==> src/hdl/sequential_list_engine_unit_macros.svh <==
// Assertion macros for the list engine.
// Depends on nothing; included by sle_ctrl, the module that asserts.
`ifndef SEQUENTIAL_LIST_ENGINE_UNIT_MACROS_SVH
`define SEQUENTIAL_LIST_ENGINE_UNIT_MACROS_SVH

// Same-cycle implication, checked outside reset.
`define SLE_ASSERT_IMPLY(lbl, clk, rst_n, ante, cons) \
    lbl: assert property (@(posedge clk) disable iff (!rst_n) (ante) |-> (cons)) \
        else $error("implication check failed");

// Next-cycle implication, checked outside reset.
`define SLE_ASSERT_NEXT(lbl, clk, rst_n, ante, cons) \
    lbl: assert property (@(posedge clk) disable iff (!rst_n) (ante) |=> (cons)) \
        else $error("next-cycle check failed");

`endif

==> src/hdl/sle_pkg.sv <==
// Shared types, codes and sizes of the list engine.
// Depends on nothing.
package sle_pkg;

    localparam int CAPACITY = 64;
    localparam int IDX_W    = $clog2(CAPACITY);
    localparam int CNT_W    = 7;

    typedef logic signed [31:0] elem_t;

    // Operation codes of an input transfer
    localparam logic [1:0] OP_APPEND = 2'd0;
    localparam logic [1:0] OP_INSERT = 2'd1;
    localparam logic [1:0] OP_DELETE = 2'd2;
    localparam logic [1:0] OP_FIND   = 2'd3;

    // Status codes of a result
    localparam logic [1:0] STAT_OK       = 2'd0;
    localparam logic [1:0] STAT_FULL     = 2'd1;
    localparam logic [1:0] STAT_BADPOS   = 2'd2;
    localparam logic [1:0] STAT_NOTFOUND = 2'd3;

    // Commands broadcast to the cell chain
    localparam logic [2:0] CMD_HOLD   = 3'd0;
    localparam logic [2:0] CMD_APPEND = 3'd1;
    localparam logic [2:0] CMD_INSERT = 3'd2;
    localparam logic [2:0] CMD_DELETE = 3'd3;
    localparam logic [2:0] CMD_ROTATE = 3'd4;

    typedef struct packed {
        logic [2:0]       kind;
        logic [IDX_W-1:0] pos;    // 0-based target entry
        logic [CNT_W-1:0] count;  // current list length
    } cell_cmd_t;

endpackage

==> src/hdl/sle_ctrl.sv <==
// Sequencer of the list engine: decodes operations, keeps the length,
// drives the cell chain and holds the result register. Depends on sle_pkg
// and sequential_list_engine_unit_macros.svh.
`include "sequential_list_engine_unit_macros.svh"

module sle_ctrl (
    input  logic                      clk,
    input  logic                      rst_n,
    input  logic                      in_valid,
    output logic                      in_stall,
    input  logic [1:0]                op,
    input  logic [6:0]                position,
    input  sle_pkg::elem_t            value,
    input  sle_pkg::elem_t            head_data,
    output sle_pkg::cell_cmd_t        cmd,
    output logic                      out_valid,
    input  logic                      out_stall,
    output logic [1:0]                status,
    output logic [6:0]                match_position,
    output logic [6:0]                match_index,
    output logic [6:0]                length,
    output logic                      last
);

    localparam logic [1:0] S_IDLE  = 2'd0;
    localparam logic [1:0] S_SCAN  = 2'd1;
    localparam logic [1:0] S_FLUSH = 2'd2;

    localparam logic [sle_pkg::CNT_W-1:0] CAP_CNT = sle_pkg::CNT_W'(sle_pkg::CAPACITY);
    localparam logic [sle_pkg::CNT_W-1:0] ONE     = sle_pkg::CNT_W'(1);

    logic [1:0]                state_reg, state_next;
    logic [sle_pkg::CNT_W-1:0] count_reg, count_next;
    logic [sle_pkg::CNT_W-1:0] scan_reg, scan_next;
    sle_pkg::elem_t            key_reg, key_next;
    logic                      pend_valid_reg, pend_valid_next;
    logic [6:0]                pend_pos_reg, pend_pos_next;
    logic [6:0]                pend_idx_reg, pend_idx_next;

    logic                      out_valid_reg, out_valid_next;
    logic [1:0]                status_reg, status_next;
    logic [6:0]                mpos_reg, mpos_next;
    logic [6:0]                midx_reg, midx_next;
    logic [6:0]                len_reg, len_next;
    logic                      last_reg, last_next;

    logic                      out_free;
    logic                      accept;
    logic                      emit;

    assign out_free = !out_valid_reg || !out_stall;
    assign in_stall = !(state_reg == S_IDLE && out_free);
    assign accept   = in_valid && !in_stall;

    always_comb
    begin
        state_next      = state_reg;
        count_next      = count_reg;
        scan_next       = scan_reg;
        key_next        = key_reg;
        pend_valid_next = pend_valid_reg;
        pend_pos_next   = pend_pos_reg;
        pend_idx_next   = pend_idx_reg;
        cmd             = '{kind: sle_pkg::CMD_HOLD, pos: '0, count: count_reg};
        emit            = 1'b0;
        status_next     = sle_pkg::STAT_OK;
        mpos_next       = '0;
        midx_next       = '0;
        last_next       = 1'b1;

        unique case (state_reg)
            S_IDLE:
            begin
                if (accept)
                begin
                    unique case (op)
                        sle_pkg::OP_APPEND:
                        begin
                            emit = 1'b1;
                            if (count_reg >= CAP_CNT)
                                status_next = sle_pkg::STAT_FULL;
                            else
                            begin
                                cmd.kind   = sle_pkg::CMD_APPEND;
                                cmd.pos    = count_reg[sle_pkg::IDX_W-1:0];
                                count_next = count_reg + ONE;
                            end
                        end
                        sle_pkg::OP_INSERT:
                        begin
                            emit = 1'b1;
                            if (count_reg >= CAP_CNT)
                                status_next = sle_pkg::STAT_FULL;
                            else if (position == '0 ||
                                     {1'b0, position} > ({1'b0, count_reg} + 8'd1))
                                status_next = sle_pkg::STAT_BADPOS;
                            else
                            begin
                                cmd.kind   = sle_pkg::CMD_INSERT;
                                cmd.pos    = sle_pkg::IDX_W'(position - 7'd1);
                                count_next = count_reg + ONE;
                            end
                        end
                        sle_pkg::OP_DELETE:
                        begin
                            emit = 1'b1;
                            if (position == '0 || position > count_reg)
                                status_next = sle_pkg::STAT_BADPOS;
                            else
                            begin
                                cmd.kind   = sle_pkg::CMD_DELETE;
                                cmd.pos    = sle_pkg::IDX_W'(position - 7'd1);
                                count_next = count_reg - ONE;
                            end
                        end
                        sle_pkg::OP_FIND:
                        begin
                            key_next        = value;
                            scan_next       = '0;
                            pend_valid_next = 1'b0;
                            state_next      = (count_reg == '0) ? S_FLUSH : S_SCAN;
                        end
                        default:
                        begin
                            emit = 1'b0;
                        end
                    endcase
                end
            end
            S_SCAN:
            begin
                // one entry reaches the head per step; rotate the list through it
                if (out_free)
                begin
                    cmd.kind  = sle_pkg::CMD_ROTATE;
                    scan_next = scan_reg + ONE;
                    if (head_data == key_reg)
                    begin
                        if (pend_valid_reg)
                        begin
                            emit      = 1'b1;
                            mpos_next = pend_pos_reg;
                            midx_next = pend_idx_reg;
                            last_next = 1'b0;
                        end
                        pend_valid_next = 1'b1;
                        pend_pos_next   = scan_reg + ONE;
                        pend_idx_next   = pend_valid_reg ? pend_idx_reg + 7'd1 : 7'd1;
                    end
                    if (scan_reg == count_reg - ONE)
                        state_next = S_FLUSH;
                end
            end
            S_FLUSH:
            begin
                if (out_free)
                begin
                    emit = 1'b1;
                    if (pend_valid_reg)
                    begin
                        mpos_next = pend_pos_reg;
                        midx_next = pend_idx_reg;
                    end
                    else
                        status_next = sle_pkg::STAT_NOTFOUND;
                    state_next = S_IDLE;
                end
            end
            default:
            begin
                state_next = S_IDLE;
            end
        endcase

        len_next       = count_next;
        out_valid_next = emit ? 1'b1 : (out_valid_reg && out_stall);
    end

    always_ff @(posedge clk or negedge rst_n)
    begin
        if (!rst_n)
        begin
            state_reg      <= S_IDLE;
            count_reg      <= '0;
            out_valid_reg  <= 1'b0;
            pend_valid_reg <= 1'b0;
        end
        else
        begin
            state_reg      <= state_next;
            count_reg      <= count_next;
            out_valid_reg  <= out_valid_next;
            pend_valid_reg <= pend_valid_next;
        end
    end

    always_ff @(posedge clk)
    begin
        scan_reg     <= scan_next;
        key_reg      <= key_next;
        pend_pos_reg <= pend_pos_next;
        pend_idx_reg <= pend_idx_next;
        if (emit)
        begin
            status_reg <= status_next;
            mpos_reg   <= mpos_next;
            midx_reg   <= midx_next;
            len_reg    <= len_next;
            last_reg   <= last_next;
        end
    end

    assign out_valid      = out_valid_reg;
    assign status         = status_reg;
    assign match_position = mpos_reg;
    assign match_index    = midx_reg;
    assign length         = len_reg;
    assign last           = last_reg;

    `SLE_ASSERT_IMPLY(a_ready_only_idle, clk, rst_n, !in_stall, state_reg == S_IDLE)
    `SLE_ASSERT_IMPLY(a_count_in_range, clk, rst_n, 1'b1, count_reg <= CAP_CNT)
    `SLE_ASSERT_IMPLY(a_scan_bounds, clk, rst_n, state_reg == S_SCAN,
        (count_reg != '0) && (scan_reg < count_reg))
    `SLE_ASSERT_NEXT(a_append_grows, clk, rst_n,
        accept && (op == sle_pkg::OP_APPEND) && (count_reg < CAP_CNT),
        count_reg == $past(count_reg) + ONE)
    `SLE_ASSERT_NEXT(a_emit_shows, clk, rst_n, emit, out_valid_reg)

endmodule

==> config.mk <==
export PLATFORM = sky130hd
export DESIGN_NAME = sle_ctrl
export DESIGN_NICKNAME = d
export VERILOG_FILES = /design/src/hdl/sle_pkg.sv /design/src/hdl/sle_ctrl.sv
export VERILOG_INCLUDE_DIRS = /design/src /design/src/hdl
export SDC_FILE = /design/constraint.sdc
export NUM_CORES = 1
export LEC_CHECK = 0
export BUFFER_PORTS_ARGS = -buffer_cell sky130_fd_sc_hd__buf_2
export CAP_MARGIN = 20
export CORE_MARGIN = 2
export CORE_UTILIZATION = 54
export DETAILED_ROUTE_END_ITERATION = 7
export MAX_ROUTING_LAYER = met4
export PLACE_DENSITY = 0.81
export SLEW_MARGIN = 20
export SYNTH_ARGS = -nofsm -noshare
export SYNTH_HDL_FRONTEND = slang
export SYNTH_SLANG_ARGS = --single-unit
export TNS_END_PERCENT = 5
==> constraint.sdc <==
create_clock -name clk -period 4.6 [get_ports clk]
set_input_delay 1.15 -clock clk [delete_from_list [all_inputs] [get_ports clk]]
set_output_delay 1.15 -clock clk [all_outputs]
set_load 0.01 [all_outputs]
Word-level counts from Yosys, hierarchy flattened:

Cells that the tools add are included.

* register bits after elaboration: 88
* bits in latches: 0
* RAM bits: 0
* memory bits (read-only): 0
* memories: 0

* add/sub/neg operators: 6
* multipliers: 0
* div/mod/pow operators: 0
* magnitude comparators: 3
* eq/ne operators: 13
* shifts and indexed selects: 0
* mux-type cells: 60
* bitwise logic cells: 0
* reduce and logical (&&, ||, !) cells: 20

Operators with widths (number)
* two-way mux 7 bit: 18
* one-hot mux 7 bit (2 select lines): 3
* equality test 32 bit: 1
* two-way mux 8 bit: 4
* two-way mux 2 bit: 12
* one-hot mux 8 bit (3 select lines): 1
* adder 7 x 1 -> 7 bit (second input constant): 3
* one-hot mux 7 bit (3 select lines): 1
* zero test 7 bit: 2
* two-way mux 1 bit: 13
* one-hot mux 2 bit (3 select lines): 2
* inequality test 2 bit (second input constant): 5
* AND reduction 5 bit: 2
* adder 7 x 1 -> 8 bit (second input constant): 1
* greater-than comparator 7 x 8 -> 1 bit: 1
* equality test 7 bit: 1
* greater-or-equal comparator 7 bit (second input constant): 1
* greater-than comparator 7 bit: 1
* subtractor 7 x 1 -> 7 bit (second input constant): 1
* equality test 2 bit (second input constant): 3
* two-way mux 6 bit: 1
* one-hot mux 3 bit (2 select lines): 1
* AND reduction 3 bit: 2
* subtractor 6 x 1 -> 6 bit (second input constant): 1
* other kinds (13): 21

Longest topological paths before layout:

* depth in word-level cells: 8
* depth in mapped cells: 11
* gate-level depth less buffers: 11

Least setup slack after synthesis:

No wires, ideal clock.

* path kind: reg-to-output
* start: reg count_reg[0] (netlist bit)
* end: out cmd[10] (netlist bit)
* arrival time: 2757 ps
* setup slack: 693 ps
* cell stages (with the launch flop): 12
* path buffers: 0
* path through: dfrtp_1 -> ha_1 -> nand3_1 -> nor3_1 -> xnor2_1 -> ha_1 -> nand3_1 -> nor2_1 -> o21ai_0 -> nor2_1 -> a31oi_2 -> o21ai_0

RTL lines
* start, declared: RTL line sle_ctrl.sv:33 `logic [sle_pkg::CNT_W-1:0] count_reg, count_next;`
* start signal, assigned: RTL line sle_ctrl.sv:191 `count_reg <= count_next;`
* end, declared: RTL line sle_ctrl.sv:15 `output sle_pkg::cell_cmd_t cmd,`

==> results by group <==
Clock tree
  • Clock latency reported for the late side of the worst-skew pair: 0.36 ns
  • H-tree level count: 3
  • Maximum number of buffers from clock root to sink: 2
  • Root Buffer Master: sky130_fd_sc_hd__clkbuf_8
  • Total of hold buffers inserted after clock tree synthesis: 0
  • CTS clock-pin slew for the worst setup and hold paths: 0.09 ns
  • Cts bufs inserted: 9
  • TritonCTS clock tree: built
  • Clk sinks: 88

Synth
  • Synth unique cells: 55
  • Main combinational cell family by area after synthesis: simple AND/OR/NAND/NOR gates
  • Basic-gate share of the synthesized area counting and, or, nand and nor cells: 0.153
  • Top_reg_cell synth: sky130_fd_sc_hd__edfxtp_1
  • Flop and latch count out of synthesis: 88
  • Portion of netlist area occupied by mux cells: 0.00654
  • EDFF count, synth: 77
  • Part of the Yosys area used for sequential elements: 0.541
  • Compound-gate portion of the synthesized area: 0.0921
  • Fraction of registers with async set/reset: 0.125
  • Cells after Synth: 409
  • Synthesized net count: 511
  • Synth warnings: 0
  • Post-Syn Area: 4780 um^2
  • Xor/xnor share of the synthesized area: 0.115
  • Post-synthesis average cell area: 11.7 um^2
  • Post-Synth Adder-Cell Area: 0.0654

Timing
  • Final Critical Period: 4.30 ns
  • Slew headroom: 0.645
  • Post-Route Skew: 0.0148 ns
  • Achievable Freq: 232 MHz
  • Unrepaired setup endpoints after global routing: no
  • Final Hold Viols: 0
  • Number of setup violations in the final report: 0
  • Share of the clock period used by the worst path: 0.935
  • Slew Limit Fails: 0
  • Actual slew at the worst max-slew pin: 0.531 ns
  • Final TNS setup: 0 ns
  • Final hold slack: 0.514 ns

Place
  • HPWL after detailed placement: 8280 um
  • Placer Congestion: 0.882
  • Number of port buffers: 118

Pwr
  • Portion of total power attributed to the clock network: 0.191
  • Internal power: 2.02 mW
  • Power density normalized to cell area: 561 nW/um^2
  • Relative contribution of combinational cells to total power: 0.422
  • Worst-case vdd ir drop: 222 uV
  • Sequential share of power: 0.387
  • Sw Ratio: 0.377
  • Net switching power: 1.22 mW
  • Static power due to leakage: 2.26 nW

Final layout
  • Layout cell share with drive strength beyond 1: 0.301
  • Layout filler cell count: 635
  • Layout net count: 640
  • Flip-flop count of the largest register after layout: 32
  • Ant diodes: 0
  • Signed area change from the synthesized netlist to the final layout: 21.0%

Worst setup path
  • Class of the most critical setup path: flip-flop to primary output
  • Required time of the worst setup path: 3.45 ns
  • Critical path arrival: 3.15 ns
  • Element type at the critical path start: flip-flop
  • Worst-path maximum fanout: 8
  • Kind of end point of the critical path: primary output

Floorplanning
  • Initial core utilization: 0.554
  • Height of the chip: 98.1 um
  • Area of the die: 9620 um^2
  • Core Region: 8640 um^2
  • Horizontal die dimension: 98.1 um
  • Top-Level Pins: 119
  • Standard-cell rows: 34

Route
  • 1st-iter DRT viols: 242
  • Number of iterations in the first detailed-routing pass: 5
  • Vias per inst: 5.66
  • WL per Instance: 16.4 um
  • Routed Antenna Nets: 0
  • DRC violations left: 0
  • Routed wire length: 10,600 um
  • Via Count: 3,675

Global routing
  • Congestion Overflow GR: 0
  • First-pass GRT wire length: 17,300 um
  • Antenna violations before repair: 0
  • Total global routing track utilization: 0.233
  • Via count of the first global-routing pass: 3,638
  • Pin count of the biggest net entering global routing: 33

Outcome
  • Result of the run: completed

Flow run
  • Max-capacitance violation count: 0

Worst hold path
  • Class of the worst hold path: flip-flop to flip-flop
[critical path, stage by stage, from the launching register on]
cell and delay [ns]:
sky130_fd_sc_hd__dfrtp_1 0.56, sky130_fd_sc_hd__inv_1 0.16, sky130_fd_sc_hd__nor3_1 0.27, sky130_fd_sc_hd__xnor2_1 0.20, sky130_fd_sc_hd__ha_1 0.31, sky130_fd_sc_hd__a21o_1 0.16, sky130_fd_sc_hd__a21oi_1 0.21, sky130_fd_sc_hd__o21ai_1 0.14
sky130_fd_sc_hd__nor2_2 0.24, sky130_fd_sc_hd__a22oi_1 0.10, sky130_fd_sc_hd__o31ai_1 0.28, sky130_fd_sc_hd__buf_2 0.18
[path summary, 6_finish.rpt]
path	startpoint	to	slack (ns)	depth (start not counted)
worst max-delay path	count_reg[3]$_DFF_PN0_	cmd[7]	0.30	11
worst min-delay path	pend_pos_reg[0]$_DFFE_PP_	match_position[0]$_DFFE_PP_	0.51	1
worst max register to register	count_reg[3]$_DFF_PN0_	length[3]$_DFFE_PP_	1.53	10
worst min register to register	pend_pos_reg[0]$_DFFE_PP_	match_position[0]$_DFFE_PP_	0.51	1
max in group asynchronous	rst_n	count_reg[0]$_DFF_PN0_	3.66	1
min in group asynchronous	rst_n	state_reg[0]$_DFFE_PN0P_	0.68	1
[synthesized netlist by cell type, drive strengths merged, types with 2 or more instances]
master  count  area (um^2)
inv        17         63.8
a21oi      15         86.3
ha         25          313
nor3b       3         27.5
o211ai      5         37.5
o21ai      18         93.8
nand2      25         93.8
a211oi      2         15.0
nor2       23         86.3
buf         4         25.0
a21o        3         22.5
o21a        2         15.0
clkbuf      6         32.5
xnor2      53          464
a31oi       3         25.0
o31ai       4         35.0
and2       22          138
nor4        3         25.0
edfxtp     77         2310
o22ai       2         12.5
nor2b       4         25.0
mux2i       2         20.0
dfrtp      11          275
nor3       10         61.3
xor2       10         87.6
o221ai      2         17.5
nand3      20          100
and3        7         45.1
nand4      15         93.8
or4         2         15.0
[area by class of cell]
class | count | area (um^2) | share of cell area
sequential | 88 | 2590 | 0.448
multi-input combinational | 293 | 2090 | 0.362
timing repair buffer | 128 | 666 | 0.115
tap | 108 | 135 | 0.0234
clock buffer | 9 | 124 | 0.0214
clock inverter | 5 | 106 | 0.0184
inverter | 18 | 71.3 | 0.0123
[repair_timing]
item	CTS	global route
setup endpoints to repair	0	7
buffers inserted	0	1
resized for setup	0	9
[cell families (layout without fill, tap and decap cells)]
family          Yosys count  after routing
simple gates            137            137
flops                    88             88
compound gates           65             65
xor+xnor                 63             63
buf+inv                  28            160
fa+ha+maj                25             25
mux                       3              3
[cells in the final DEF (no fill, tap or decap), types with 4 or more instances in the layout]
master,instances
sky130_fd_sc_hd__xnor2_1,53
sky130_fd_sc_hd__clkbuf_8,9
sky130_fd_sc_hd__nor3_1,8
sky130_fd_sc_hd__nor2b_1,4
sky130_fd_sc_hd__a21oi_1,12
sky130_fd_sc_hd__and2_1,22
sky130_fd_sc_hd__nand4_1,15
sky130_fd_sc_hd__nand3_1,20
sky130_fd_sc_hd__dfrtp_1,9
sky130_fd_sc_hd__xor2_1,10
sky130_fd_sc_hd__nor2_1,21
sky130_fd_sc_hd__nand2_1,25
sky130_fd_sc_hd__edfxtp_1,77
sky130_fd_sc_hd__buf_4,10
sky130_fd_sc_hd__o211ai_1,5
sky130_fd_sc_hd__ha_1,24
sky130_fd_sc_hd__buf_2,118
sky130_fd_sc_hd__and3_1,6
sky130_fd_sc_hd__inv_1,17
sky130_fd_sc_hd__o21ai_0,16
[routing by layer]
metal  wire [um]  share of wire  global-route usage  vias up
met5           0              0                   -        -
met4         166          0.016              0.0716        0
met3         809          0.076              0.0365       18
met2        5120           0.48               0.376      183
met1        4530           0.43               0.306     1719
li1            -              -                   -     1755
[metrics by stage]
step	std cells	setup WS, ns	total power [mW]	util	area (um^2)
final	649	0.297	3.25	0.670	5790
after global routing	649	0.00748	3.44	0.670	5790
after CTS	648	0.0115	3.22	0.666	5750
after detailed placement	634	0.349	2.60	0.640	5520
after global placement	634	0.435	2.57	0.640	5520
after floorplan	409	0.693	2.14	-	4780
[power by group through the flow]
stage	registers (mW)	clock network [mW]	logic [mW]
2_1_floorplan	1.31	0	0.832
3_3_place_gp	1.26	0	1.31
3_5_place_dp	1.27	0	1.33
4_1_cts	1.25	0.630	1.34
5_1_grt	1.28	0.663	1.50
6_report	1.26	0.620	1.37
Note: power is estimated with default switching activity, not from simulation.
