## config.mk

```make
export PLATFORM = sky130hd
export DESIGN_NAME = sle_cell
export DESIGN_NICKNAME = d
export VERILOG_FILES = /design/src/hdl/sequential_list_engine_unit_macros.svh /design/src/hdl/sle_pkg.sv /design/src/hdl/sle_cell.sv
export SDC_FILE = /design/constraint.sdc
export NUM_CORES = 1
export LEC_CHECK = 0
export BUFFER_PORTS_ARGS = -buffer_cell sky130_fd_sc_hd__buf_4
export CAP_MARGIN = 15
export CELL_PAD_IN_SITES_DETAIL_PLACEMENT = 0
export CELL_PAD_IN_SITES_GLOBAL_PLACEMENT = 1
export CORE_MARGIN = 2
export CORE_UTILIZATION = 29
export CTS_CLUSTER_SIZE = 25
export DETAILED_ROUTE_END_ITERATION = 8
export GPL_TIMING_DRIVEN = 0
export PLACE_DENSITY_LB_ADDON = 0.2
export SLEW_MARGIN = 20
export SYNTH_ARGS = -nofsm -noshare
export SYNTH_HDL_FRONTEND = slang
export SYNTH_SLANG_ARGS = --single-unit
```

## constraint.sdc

```tcl
create_clock -name clk -period 5.75 [get_ports clk]
set_clock_uncertainty 0.2 [all_clocks]
set_input_delay 0.575 -clock clk [delete_from_list [all_inputs] [get_ports clk]]
set_output_delay 0.575 -clock clk [all_outputs]
set_load 0.01 [all_outputs]
```

## src/hdl/sequential_list_engine_unit_macros.svh

```systemverilog
// Assertion macros for the list engine.
// Depends on nothing; included by sle_ctrl, the module that asserts.
`ifndef SEQUENTIAL_LIST_ENGINE_UNIT_MACROS_SVH
`define SEQUENTIAL_LIST_ENGINE_UNIT_MACROS_SVH

// Same-cycle implication, checked outside reset.
`define SLE_ASSERT_IMPLY(lbl, clk, rst_n, ante, cons) \
    lbl: assert property (@(posedge clk) disable iff (!rst_n) (ante) |-> (cons)) \
        else $error("implication check failed");

// Next-cycle implication, checked outside reset.
`define SLE_ASSERT_NEXT(lbl, clk, rst_n, ante, cons) \
    lbl: assert property (@(posedge clk) disable iff (!rst_n) (ante) |=> (cons)) \
        else $error("next-cycle check failed");

`endif

```

## src/hdl/sle_pkg.sv

```systemverilog
// Shared types, codes and sizes of the list engine.
// Depends on nothing.
package sle_pkg;

    localparam int CAPACITY = 64;
    localparam int IDX_W    = $clog2(CAPACITY);
    localparam int CNT_W    = 7;

    typedef logic signed [31:0] elem_t;

    // Operation codes of an input transfer
    localparam logic [1:0] OP_APPEND = 2'd0;
    localparam logic [1:0] OP_INSERT = 2'd1;
    localparam logic [1:0] OP_DELETE = 2'd2;
    localparam logic [1:0] OP_FIND   = 2'd3;

    // Status codes of a result
    localparam logic [1:0] STAT_OK       = 2'd0;
    localparam logic [1:0] STAT_FULL     = 2'd1;
    localparam logic [1:0] STAT_BADPOS   = 2'd2;
    localparam logic [1:0] STAT_NOTFOUND = 2'd3;

    // Commands broadcast to the cell chain
    localparam logic [2:0] CMD_HOLD   = 3'd0;
    localparam logic [2:0] CMD_APPEND = 3'd1;
    localparam logic [2:0] CMD_INSERT = 3'd2;
    localparam logic [2:0] CMD_DELETE = 3'd3;
    localparam logic [2:0] CMD_ROTATE = 3'd4;

    typedef struct packed {
        logic [2:0]       kind;
        logic [IDX_W-1:0] pos;    // 0-based target entry
        logic [CNT_W-1:0] count;  // current list length
    } cell_cmd_t;

endpackage

```

## src/hdl/sle_cell.sv

```systemverilog
// One storage cell of the list chain: holds one element and moves it to a neighbor.
// Depends on sle_pkg.
module sle_cell (
    input  logic                      clk,
    input  sle_pkg::cell_cmd_t        cmd,
    input  logic [sle_pkg::IDX_W-1:0] cell_idx,
    input  sle_pkg::elem_t            low_data,
    input  sle_pkg::elem_t            high_data,
    input  sle_pkg::elem_t            head_data,
    input  sle_pkg::elem_t            load_data,
    output sle_pkg::elem_t            data
);

    sle_pkg::elem_t                data_reg;
    sle_pkg::elem_t                data_next;
    logic [sle_pkg::CNT_W-1:0]     idx_ext;
    logic [sle_pkg::CNT_W-1:0]     idx_inc;
    logic [sle_pkg::CNT_W-1:0]     pos_ext;

    assign idx_ext = sle_pkg::CNT_W'(cell_idx);
    assign idx_inc = idx_ext + sle_pkg::CNT_W'(1);
    assign pos_ext = sle_pkg::CNT_W'(cmd.pos);

    always_comb
    begin
        data_next = data_reg;
        unique case (cmd.kind)
            sle_pkg::CMD_HOLD:
            begin
                data_next = data_reg;
            end
            sle_pkg::CMD_APPEND:
            begin
                if (idx_ext == pos_ext)
                    data_next = load_data;
            end
            sle_pkg::CMD_INSERT:
            begin
                // open a slot at pos, push the tail up by one
                if (idx_ext == pos_ext)
                    data_next = load_data;
                else if (idx_ext > pos_ext && idx_ext <= cmd.count)
                    data_next = low_data;
            end
            sle_pkg::CMD_DELETE:
            begin
                // close the gap at pos, pull the tail down by one
                if (idx_ext >= pos_ext && idx_inc < cmd.count)
                    data_next = high_data;
            end
            sle_pkg::CMD_ROTATE:
            begin
                if (idx_inc < cmd.count)
                    data_next = high_data;
                else if (idx_inc == cmd.count)
                    data_next = head_data;
            end
            default:
            begin
                data_next = data_reg;
            end
        endcase
    end

    always_ff @(posedge clk)
    begin
        data_reg <= data_next;
    end

    assign data = data_reg;

endmodule

```

Word-level counts from Yosys, hierarchy flattened
Cells that the tools add are included.
Storage, ports and cells
  word-level logic and storage cells: 27
  flip-flop bits (word level): 32
  input bits: 151
  output and inout port bits: 32
Operators by class
  reductions and logical operators: 4
  mux-type cells: 7
  order comparisons: 4
  equal/unequal tests: 10
  add/subtract/negate cells: 1
Operators with widths (count)
  32-bit two-way mux: 6
  32-bit case mux with 4 select lines: 1
  6-bit by 1-bit adder with 7-bit output, second input constant: 1
  7-bit == test: 1
  6-bit by 7-bit less-or-equal comparator with 1-bit output: 1
  7-bit < comparator: 1
  3-bit by 2-bit == test with 1-bit output, second input constant: 2
  6-bit == test: 1
  6-bit >= comparator: 1
  6-bit > comparator: 1
  3-bit != test, second input constant: 2
  5-bit AND reduction: 1
  2-bit != test, second input constant: 2
  4-bit nonzero test: 1
  3-bit by 1-bit == test with 1-bit output, second input constant: 1
  3-bit == test, second input constant: 1
  1-bit logical AND: 2

Depth between registers and ports, before layout
Gate-level depths: netlist of run 1.
  word-level depth: 5
  mapped depth: 10
  mapped depth without buffers: 9

Least setup slack after synthesis of run 1
OpenSTA, ideal clock, no wires.
  kind: input to register
  start: in cell_idx[0] (netlist bit)
  end: reg data_reg[0], in the netlist data[0], enable pin
  required time: 5076 ps
  buffers on the path: 1
  path slack: 273 ps
  arrival: 4803 ps
  cell stages on the path: 9
  setup time: 474 ps
  path through: ha_1 > and3_1 > ha_1 > and3_1 > a221o_1 > a31oi_4 > buf_2 > a21oi_1 > a221oi_1
Between the ends
  word-level cells in the longest chain between the ends: 5
  elaborated cells between the ends (all ways): 14
  classes of those cells: add/sub: 1; order compare: 4; eq/ne: 6; reduce/logical: 3
Ends and longest elaborated chain
  from (decl): line sle_cell.sv:6  | input logic [sle_pkg::IDX_W-1:0] cell_idx,
  6-bit by 1-bit adder with 7-bit output: line sle_cell.sv:21  | assign idx_inc = idx_ext + sle_pkg::CNT_W'(1);
  7-bit < comparator: line sle_cell.sv:48, sle_cell.sv:53
  1-bit logical AND: line sle_cell.sv:48  | if (idx_ext >= pos_ext && idx_inc < cmd.count)
  2-bit != test (no source line)
  5-bit AND reduction (no source line) (*)
  to (signal assigned): line sle_cell.sv:67  | data_reg <= data_next;
  to (decl): line sle_cell.sv:14  | sle_pkg::elem_t data_reg;
Mark *: on every way between the ends. The rest lies on a longest branch, timed or not.
A chain may end at the register's enable or synchronous reset.

Worst setup path in the final report of run 1
  start: in cell_idx[0] (netlist bit)
  end: reg data_reg[27], in the netlist data[27], enable pin
The elaborated chain is that of the path after synthesis.

==> reports/results.tsv, run 1 <==
metric	value	unit
cts.htree.levels	2	
drv_cap	0	
hold_buffers	0	
p_comb_share	43.0	%
p_sw_share	32.10	%
drive_gt1_share	46.77	%
initial_core_util	29.34	%
cp_slowest_cell	a221oi_4	
p_leak	2.228	nW
portBuffers	181	
max_slew_margin	49.23	%
yosysSeqAreaShare	30.48	%
cts-resized-gates	0	
first_pass_iters	5	
grt_max_degree	14	
fp.dieW	108.3	um
max-vdd-ir-drop	80.16	uV
max_stage_delay	0.50	ns
crit_family	compound AO/OA/AOI/OAI gates	
worstPathArrival	3.55	ns
detail_route.iter0.violations	123	
clock-sinks	32	
finalCritPeriodShare	65.37	%
crit_buf_inv	3	
crit_chain	buf_4 > ha_1 > and3_1 > ha_1 > and3_1 > a221o_1 > a31oi_4 > buf_2 > a21oi_1 > a221oi_4 > buf_6	
synth-async-reset-ratio	0	%
fillers	1086	
cts_tree	done	
fin_crit	3.759	ns
clockPowerShare	21.3	%
routedWlPerCell	17.85	um
synth_cells	336	
ctsRootBufferMaster	clkbuf_8	
antenna_found_initial	0	
grt_pass1_vias	3475	
maxSlewViolCount	0	
maxClockFrequency	266.0	MHz
dieArea	0.01172	mm2
grt_pass1_wl	17940	um
total_power	836.8	uW
hold_path_class	primary input to flip-flop	
synth_cell_types	37	
ys_ff_latch	32	
chipHeight	108.3	um
grt_overflow	0	
yosys_warnings	0	
pwr-share-seq	35.7	%
pwr_density_cell	174.2	mW/mm2
tightest_slew	0.7616	ns
layout.nets	697	
status	completed	
dp_hpwl	8868	um
most-common-layout-cells	181 x buf_4, 36 x a21oi_1, 36 x o21ai_0	
grt.total_usage	19.80	%
postCtsSetupBuffers	0	
coreArea	0.01075	mm2
endpoint_kind	flip-flop	
rsz0062_at_grt	no	
clk_path_buf_depth	2	
clk_pin_slew	0.08	ns
synth_area	0.003153	mm2
area_growth	52.38	%
hold_slack	0.4296	ns
critPathKind	primary input to flip-flop	
via_per_inst	5.237	
rows	38	
required	5.54	ns
wl	11890	um
finalCoreUtilization	44.71	%
routabilityCongestion	0.8212	
synth-edff-count	32	
startpoint_type	primary input	
hold_viol	0	
largest_register_ffs	32	
vias	3488	
diodes	0	
crit_fanout	13	
final_common_cell	buf_4	
finalSetupViolCount	0	
power.internal	568.2	uW
power_switching	268.6	uW
syn_nets	507	
cts-buffers-inserted	5	
ios	183	
drcViolationCount	0	
synth_ff_type	edfxtp_1	
syn_avg_cell_area	9.384	um2
antenna_left	0	
setup_tns	0	ns
==> worst paths after layout <==
kind,from,endpoint,slack [ns],depth (start not counted)
worst max-delay path,cell_idx[0],data[27],1.99,11
worst min-delay path,head_data[10],data[10],0.43,3
==> synth_stat cells, types with 2 or more instances <==
master     n  share of area [%]
edfxtp_1  32                 30
a21o_1     2               0.48
nand2_1    4               0.48
o21ai_0   36                5.7
and3_1     4               0.79
o21ai_2   14                3.9
ha_1      20                7.9
xnor2_1    4                1.1
buf_6      5                1.8
a211oi_1   2               0.48
o21ai_1   16                2.5
buf_2      5               0.79
nand3_1    5               0.79
a2bb2o_1   3               0.95
o22ai_1   33                6.5
inv_1     12                1.4
a2bb2o_2  29                 10
mux2i_1   32                 10
nor2_1     5               0.60
a21oi_1   36                5.7
clkbuf_1  21                2.5
==> cell type report <==
cell class	count	area (um2)	area share, %
Multi-Input combinational cell	260	2001	41.64
Timing Repair Buffer	183	1381	28.75
Sequential cell	32	960.9	20.00
Tap cell	140	175.2	3.646
Buffer	32	163.9	3.411
Clock buffer	6	72.57	1.510
Inverter	12	45.04	0.9375
Clock inverter	1	5.005	0.1042
==> metal layers <==
| layer | track usage [%] | part of all wire (%) |
|---|---|---|
| met5 | 0 | 0 |
| met2 | 34.28 | 48 |
| met4 | 5.128 | 1.3 |
| met1 | 25.62 | 42 |
| met3 | 3.195 | 8.9 |
==> power by group through the flow <==
stage,sequential [mW],clock [mW],combinational (mW)
detailed placement,0.305,0,0.362
CTS,0.299,0.184,0.363
finish,0.299,0.178,0.360
global placement,0.306,0,0.353
floorplan,0.319,0,0.176
global route,0.301,0.192,0.394
==> cells by family after synthesis <==
kind of cell,share of synthesized area [%]
adders and majority gates,7.937
DFF,30.48
muxes,10.16
AOI/OAI and AO/OA,38.53
buffers and inverters,6.627
and+or+nand+nor,4.881
xor gates and xnor gates,1.389
==> per-stage QoR <==
stage	cells	setup slack (ns)	instance area [um2]
after detailed placement	659	1.666	4727
after CTS	666	1.976	4805
after global placement	657	-1.831	4687
after floorplan	336	0.2730	3153
after global routing	666	1.848	4805
final	666	1.991	4805
==> tightest hold or removal path: stages <==
cell	delay [ns]
buf_4	0.08
mux2i_1	0.06
o21ai_2	0.10
No activity file was read; power rests on OpenSTA's default activity.
==> inputs of run 2 (changes only) <==
- clock period: 5.75 -> 3.05 ns (I/O delays scaled with it)
==> run 2 against run 1 <==
Effect of this change:
- non-clock buffer count rose by 8
- largest power group unchanged
- via count rose by 1.8%
- setup slack got worse by 1.9 ns
- critical endpoint is now data[19]
- highest routed layer unchanged
- final cell count rose by 1.4%
==> reports/results.tsv, run 2 (same netlist as run 1, synthesis figures left out) <==
metric	value	unit	change
chipHeight	108.3	um	unchanged
finalCritPeriodShare	96.72	%	
crit_buf_inv	4		+1
grt_pass1_wl	18140	um	+1.1%
crit_chain	buf_4 > and3_4 > nand3_2 > xnor2_1 > ha_1 > and3_4 > a221o_1 > a31oi_4 > buf_12 > a21oi_4 > a221oi_4 > buf_4 > buf_6		
cts-buffers-inserted	5		unchanged
largest_register_ffs	32		unchanged
required	2.84	ns	-2.70 ns
cp_slowest_cell	a221o_1		
total_power	1.696	mW	+100%
antenna_found_initial	0		unchanged
drive_gt1_share	48.60	%	+1.8 points
rows	38		unchanged
grt_overflow	0		unchanged
hold_path_class	primary input to flip-flop		
finalSetupViolCount	0		unchanged
wl	11850	um	-0.29%
routedWlPerCell	17.56	um	-1.6%
tightest_slew	0.7626	ns	+0.0009986 ns
clock-sinks	32		unchanged
final_common_cell	buf_4		
critPathKind	primary input to flip-flop		
rsz0062_at_grt	no		
fin_crit	2.950	ns	
clk_pin_slew	0.08	ns	about the same
dieArea	0.01172	mm2	unchanged
antenna_left	0		unchanged
placed_area	0.004777	mm2	+1.1%
crit_family	compound AO/OA/AOI/OAI gates		
drcViolationCount	0		unchanged
grt.total_usage	19.86	%	+0.061 points
stdcell_area	0.004955	mm2	+3.1%
worstPathArrival	2.74	ns	-0.81 ns
max-vdd-ir-drop	172.2	uV	+110%
pwr_density_cell	342.3	mW/mm2	+97%
grt_max_degree	14		unchanged
detail_route.iter0.violations	198		+61%
ctsRootBufferMaster	clkbuf_8		
endpoint_kind	flip-flop		
drv_cap	0		unchanged
coreArea	0.01075	mm2	unchanged
portBuffers	181		unchanged
cts_tree	done		
area_growth	57.14	%	
p_leak	2.286	nW	+2.6%
max_stage_delay	0.32	ns	-0.18 ns
ios	183		unchanged
hold_viol	0		unchanged
first_pass_iters	4		-1
max_slew_margin	49.16	%	-0.067 points
initial_core_util	29.34	%	unchanged
maxSlewViolCount	0		unchanged
fp.dieW	108.3	um	unchanged
diodes	0		unchanged
cts.htree.levels	2		unchanged
crit_fanout	13		unchanged
startpoint_type	primary input		
grt_pass1_vias	3568		+2.7%
routabilityCongestion	0.8030		-2.2%
maxClockFrequency	339.0	MHz	
dp_hpwl	8740	um	-1.4%
vias	3550		+1.8%
status	completed		
via_per_inst	5.259		+0.42%
clk_path_buf_depth	2		unchanged
layout.nets	705		+1.1%
most-common-layout-cells	190 x buf_4, 36 x o21ai_0, 35 x a21oi_1		
-- run 2: layout make-up --
cell class | instances | area, um2
buffer | 31 | 173.9
clock buffer | 5 | 68.82
clock inverter | 3 | 37.54
fill | 1097 | 5791
inverter | 12 | 45.04
multi-input combinational | 260 | 2044
sequential | 32 | 960.9
tap | 140 | 175.2
timing repair buffer | 192 | 1449
-- run 2: power breakdown --
part | internal, mW | switching, mW
registers | 0.550 | 0.0133
logic | 0.388 | 0.324
clock network | 0.238 | 0.183
total | 1.18 | 0.520
-- run 2: routing by layer --
| layer | share of wire (%) | track usage, % | wire length (um) | vias to the layer above |
|---|---|---|---|---|
| li1 | - | - | - | 1734 |
| met1 | 44 | 26.14 | 5178 | 1644 |
| met2 | 46 | 33.06 | 5491 | 158 |
| met3 | 8.1 | 3.737 | 965 | 14 |
| met4 | 1.8 | 5.952 | 218 | 0 |
| met5 | 0 | 0 | 0 | - |
-- run 2: worst paths after layout --
kind | start | end | cells after the start
max | cell_idx[2] | data[19] | 13
min | head_data[13] | data[13] | 3
-- run 2: timing repair --
| item | 4_1_cts | 5_1_grt |
|---|---|---|
| gates cloned | 0 | 0 |
| setup endpoints to repair | 32 | 32 |
| hold buffers | 0 | 0 |
| setup buffers | 4 | 5 |
| resized for setup | 0 | 2 |
-- run 2: metrics by stage --
stage / util [%] / setup TNS [ns] / hold WS [ns] / instances / worst slack (ns)
after CTS: 45.73 / 0 / 0.1402 / 671 / 0.02813
final: 46.11 / 0 / 0.1515 / 675 / 0.09995
after floorplan: - / -11.87 / 0.3578 / 336 / -0.3710
after detailed placement: 44.46 / -19.82 / 0.4527 / 659 / -0.5789
after global placement: 44.25 / -43.81 / 0.4481 / 657 / -1.300
after global routing: 46.11 / 0 / 0.1618 / 675 / 0.001003
==> inputs of run 3 (changes only) <==
- BUFFER_PORTS_ARGS: -buffer_cell sky130_fd_sc_hd__buf_4 -> -buffer_cell sky130_fd_sc_hd__buf_2
==> run 3 against run 2 <==
Effect of this change:
- largest cell class unchanged
- first-iteration DRC count is 27% lower
- sequential cell count unchanged
- largest power group unchanged
- global-route usage shrank 0.28 points
==> reports/results.tsv, run 3 (same netlist as run 1, synthesis figures left out) <==
metric	value	unit	change
required	2.85	ns	about the same
area_growth	42.62	%	
most-common-layout-cells	183 x buf_2, 36 x o21ai_0, 35 x a21oi_1		
startpoint_type	primary input		
ctsRootBufferMaster	clkbuf_8		
status	completed		
first_pass_iters	4		unchanged
portBuffers	181		unchanged
crit_top_cell	and3_4		
clock-sinks	32		unchanged
via_per_inst	5.207		-0.99%
max_stage_delay	0.32	ns	about the same
ios	183		unchanged
max_slew_margin	50.35	%	+1.2 points
final_common_cell	buf_2		
stdcell_area	0.004497	mm2	-9.2%
wl	11430	um	-3.5%
antenna_left	0		unchanged
total_power	1.530	mW	-9.8%
fillers	1163		+6.0%
grt_pass1_vias	3635		+1.9%
hold_path_class	primary input to flip-flop		
crit_family	compound AO/OA/AOI/OAI gates		
antenna_found_initial	2		+2
chipHeight	108.3	um	unchanged
hold_slack	0.1572	ns	+0.005784 ns
coreArea	0.01075	mm2	unchanged
dieArea	0.01172	mm2	unchanged
dp.cells	659		unchanged
critPathLaunch	cell_idx[2]		
fin_ws	0.1573	ns	+0.05731 ns
largest_register_ffs	32		unchanged
grt.total_usage	19.58	%	-0.28 points
grt_overflow	0		unchanged
routabilityCongestion	0.8216		+2.3%
initial_core_util	29.34	%	unchanged
rows	38		unchanged
fp.dieW	108.3	um	unchanged
fin_cells	676		+0.15%
crit_fanout	13		unchanged
rsz0062_at_grt	no		
placed_area	0.004328	mm2	-9.4%
p_leak	2.122	nW	-7.1%
cp_slowest_cell	a221o_1		
crit_buf_inv	4		unchanged
detail_route.iter0.violations	144		-27%
crit_chain	buf_2 > and3_4 > nand3_2 > xnor2_1 > ha_1 > and3_4 > a221o_1 > a31oi_4 > buf_12 > a21oi_4 > a221oi_4 > buf_4 > buf_8		
dp_hpwl	8611	um	-1.5%
place_ws	-0.6442	ns	-0.06529 ns
regArea	960.9	um2	unchanged
drv_cap	0		unchanged
hold_viol	0		unchanged
worstPathArrival	2.69	ns	-0.05 ns
cts.htree.levels	2		unchanged
endpoint_kind	flip-flop		
multi_input_area	0.002044	mm2	unchanged
finalSetupViolCount	0		unchanged
grt_max_degree	14		unchanged
clk_pin_slew	0.08	ns	about the same
max-vdd-ir-drop	218.2	uV	+27%
tightest_slew	0.7447	ns	-0.01790 ns
drive_gt1_share	48.41	%	-0.19 points
drcViolationCount	0		unchanged
maxSlewViolCount	0		unchanged
fin_crit	2.893	ns	-0.05731 ns
finalCritPeriodShare	94.84	%	-1.9 points
worst-path-stages	13		unchanged
clk_path_buf_depth	2		unchanged
layout.nets	705		unchanged
critPathKind	primary input to flip-flop		
maxClockFrequency	345.7	MHz	+2.0%
pwr_density_cell	340.2	mW/mm2	-0.61%
grt_pass1_wl	17900	um	-1.3%
cts_tree	done		
routedWlPerCell	16.91	um	-3.7%
cts-buffers-inserted	5		unchanged
crit_end	data[25]		
vias	3520		-0.85%
==> run 3: report_power, final <==
part | switching, mW | total [mW] | internal [mW] | leakage (nW)
registers | 0.0107 | 0.560 | 0.549 | 0.295
logic | 0.320 | 0.636 | 0.316 | 1.79
clock network | 0.174 | 0.334 | 0.159 | 0.0399
total | 0.505 | 1.53 | 1.03 | 2.12
==> run 3: what timing repair did <==
action,CTS,global route
setup endpoints to repair,32,40
setup buffers,6,2
gates resized for setup,0,4
hold buffers,0,0
==> run 3: worst min-delay path by stage <==
| stage | endpoint | depth (start not counted) | startpoint |
|---|---|---|---|
| finish | data[13] | 3 | head_data[13] |
| global route | data[13] | 3 | head_data[13] |
| CTS | data[22] | 3 | head_data[22] |
| global placement | data[25] | 3 | head_data[25] |
| detailed placement | data[22] | 3 | head_data[22] |
| floorplan | data[0] | 2 | head_data[0] |
==> run 3: per-stage QoR <==
stage / utilization (%) / TNS (ns)
after floorplan: - / -11.87
after global placement: 40.03 / -46.43
after detailed placement: 40.28 / -23.12
after CTS: 41.56 / 0
after global routing: 41.85 / 0
final: 41.85 / 0
==> run 3: metal layers <==
layer  track usage [%]  vias to the layer above  routed length, um
met3             3.315                       12                966
met1             25.06                     1611               4893
met4             4.853                        2                147
met5                 0                        -                 13
met2             34.23                      162               5414
li1                  -                     1733                  -
==> run 3: cell type report <==
class                           instances  area share, %
Buffer                                 32          4.090
Tap cell                              140          3.895
Inverter                               12          1.002
Sequential cell                        32          21.37
Timing Repair Buffer                  191          22.34
Multi-Input combinational cell        260          45.46
Antenna cell                            1        0.05565
Clock inverter                          1        0.08347
Clock buffer                            7          1.697
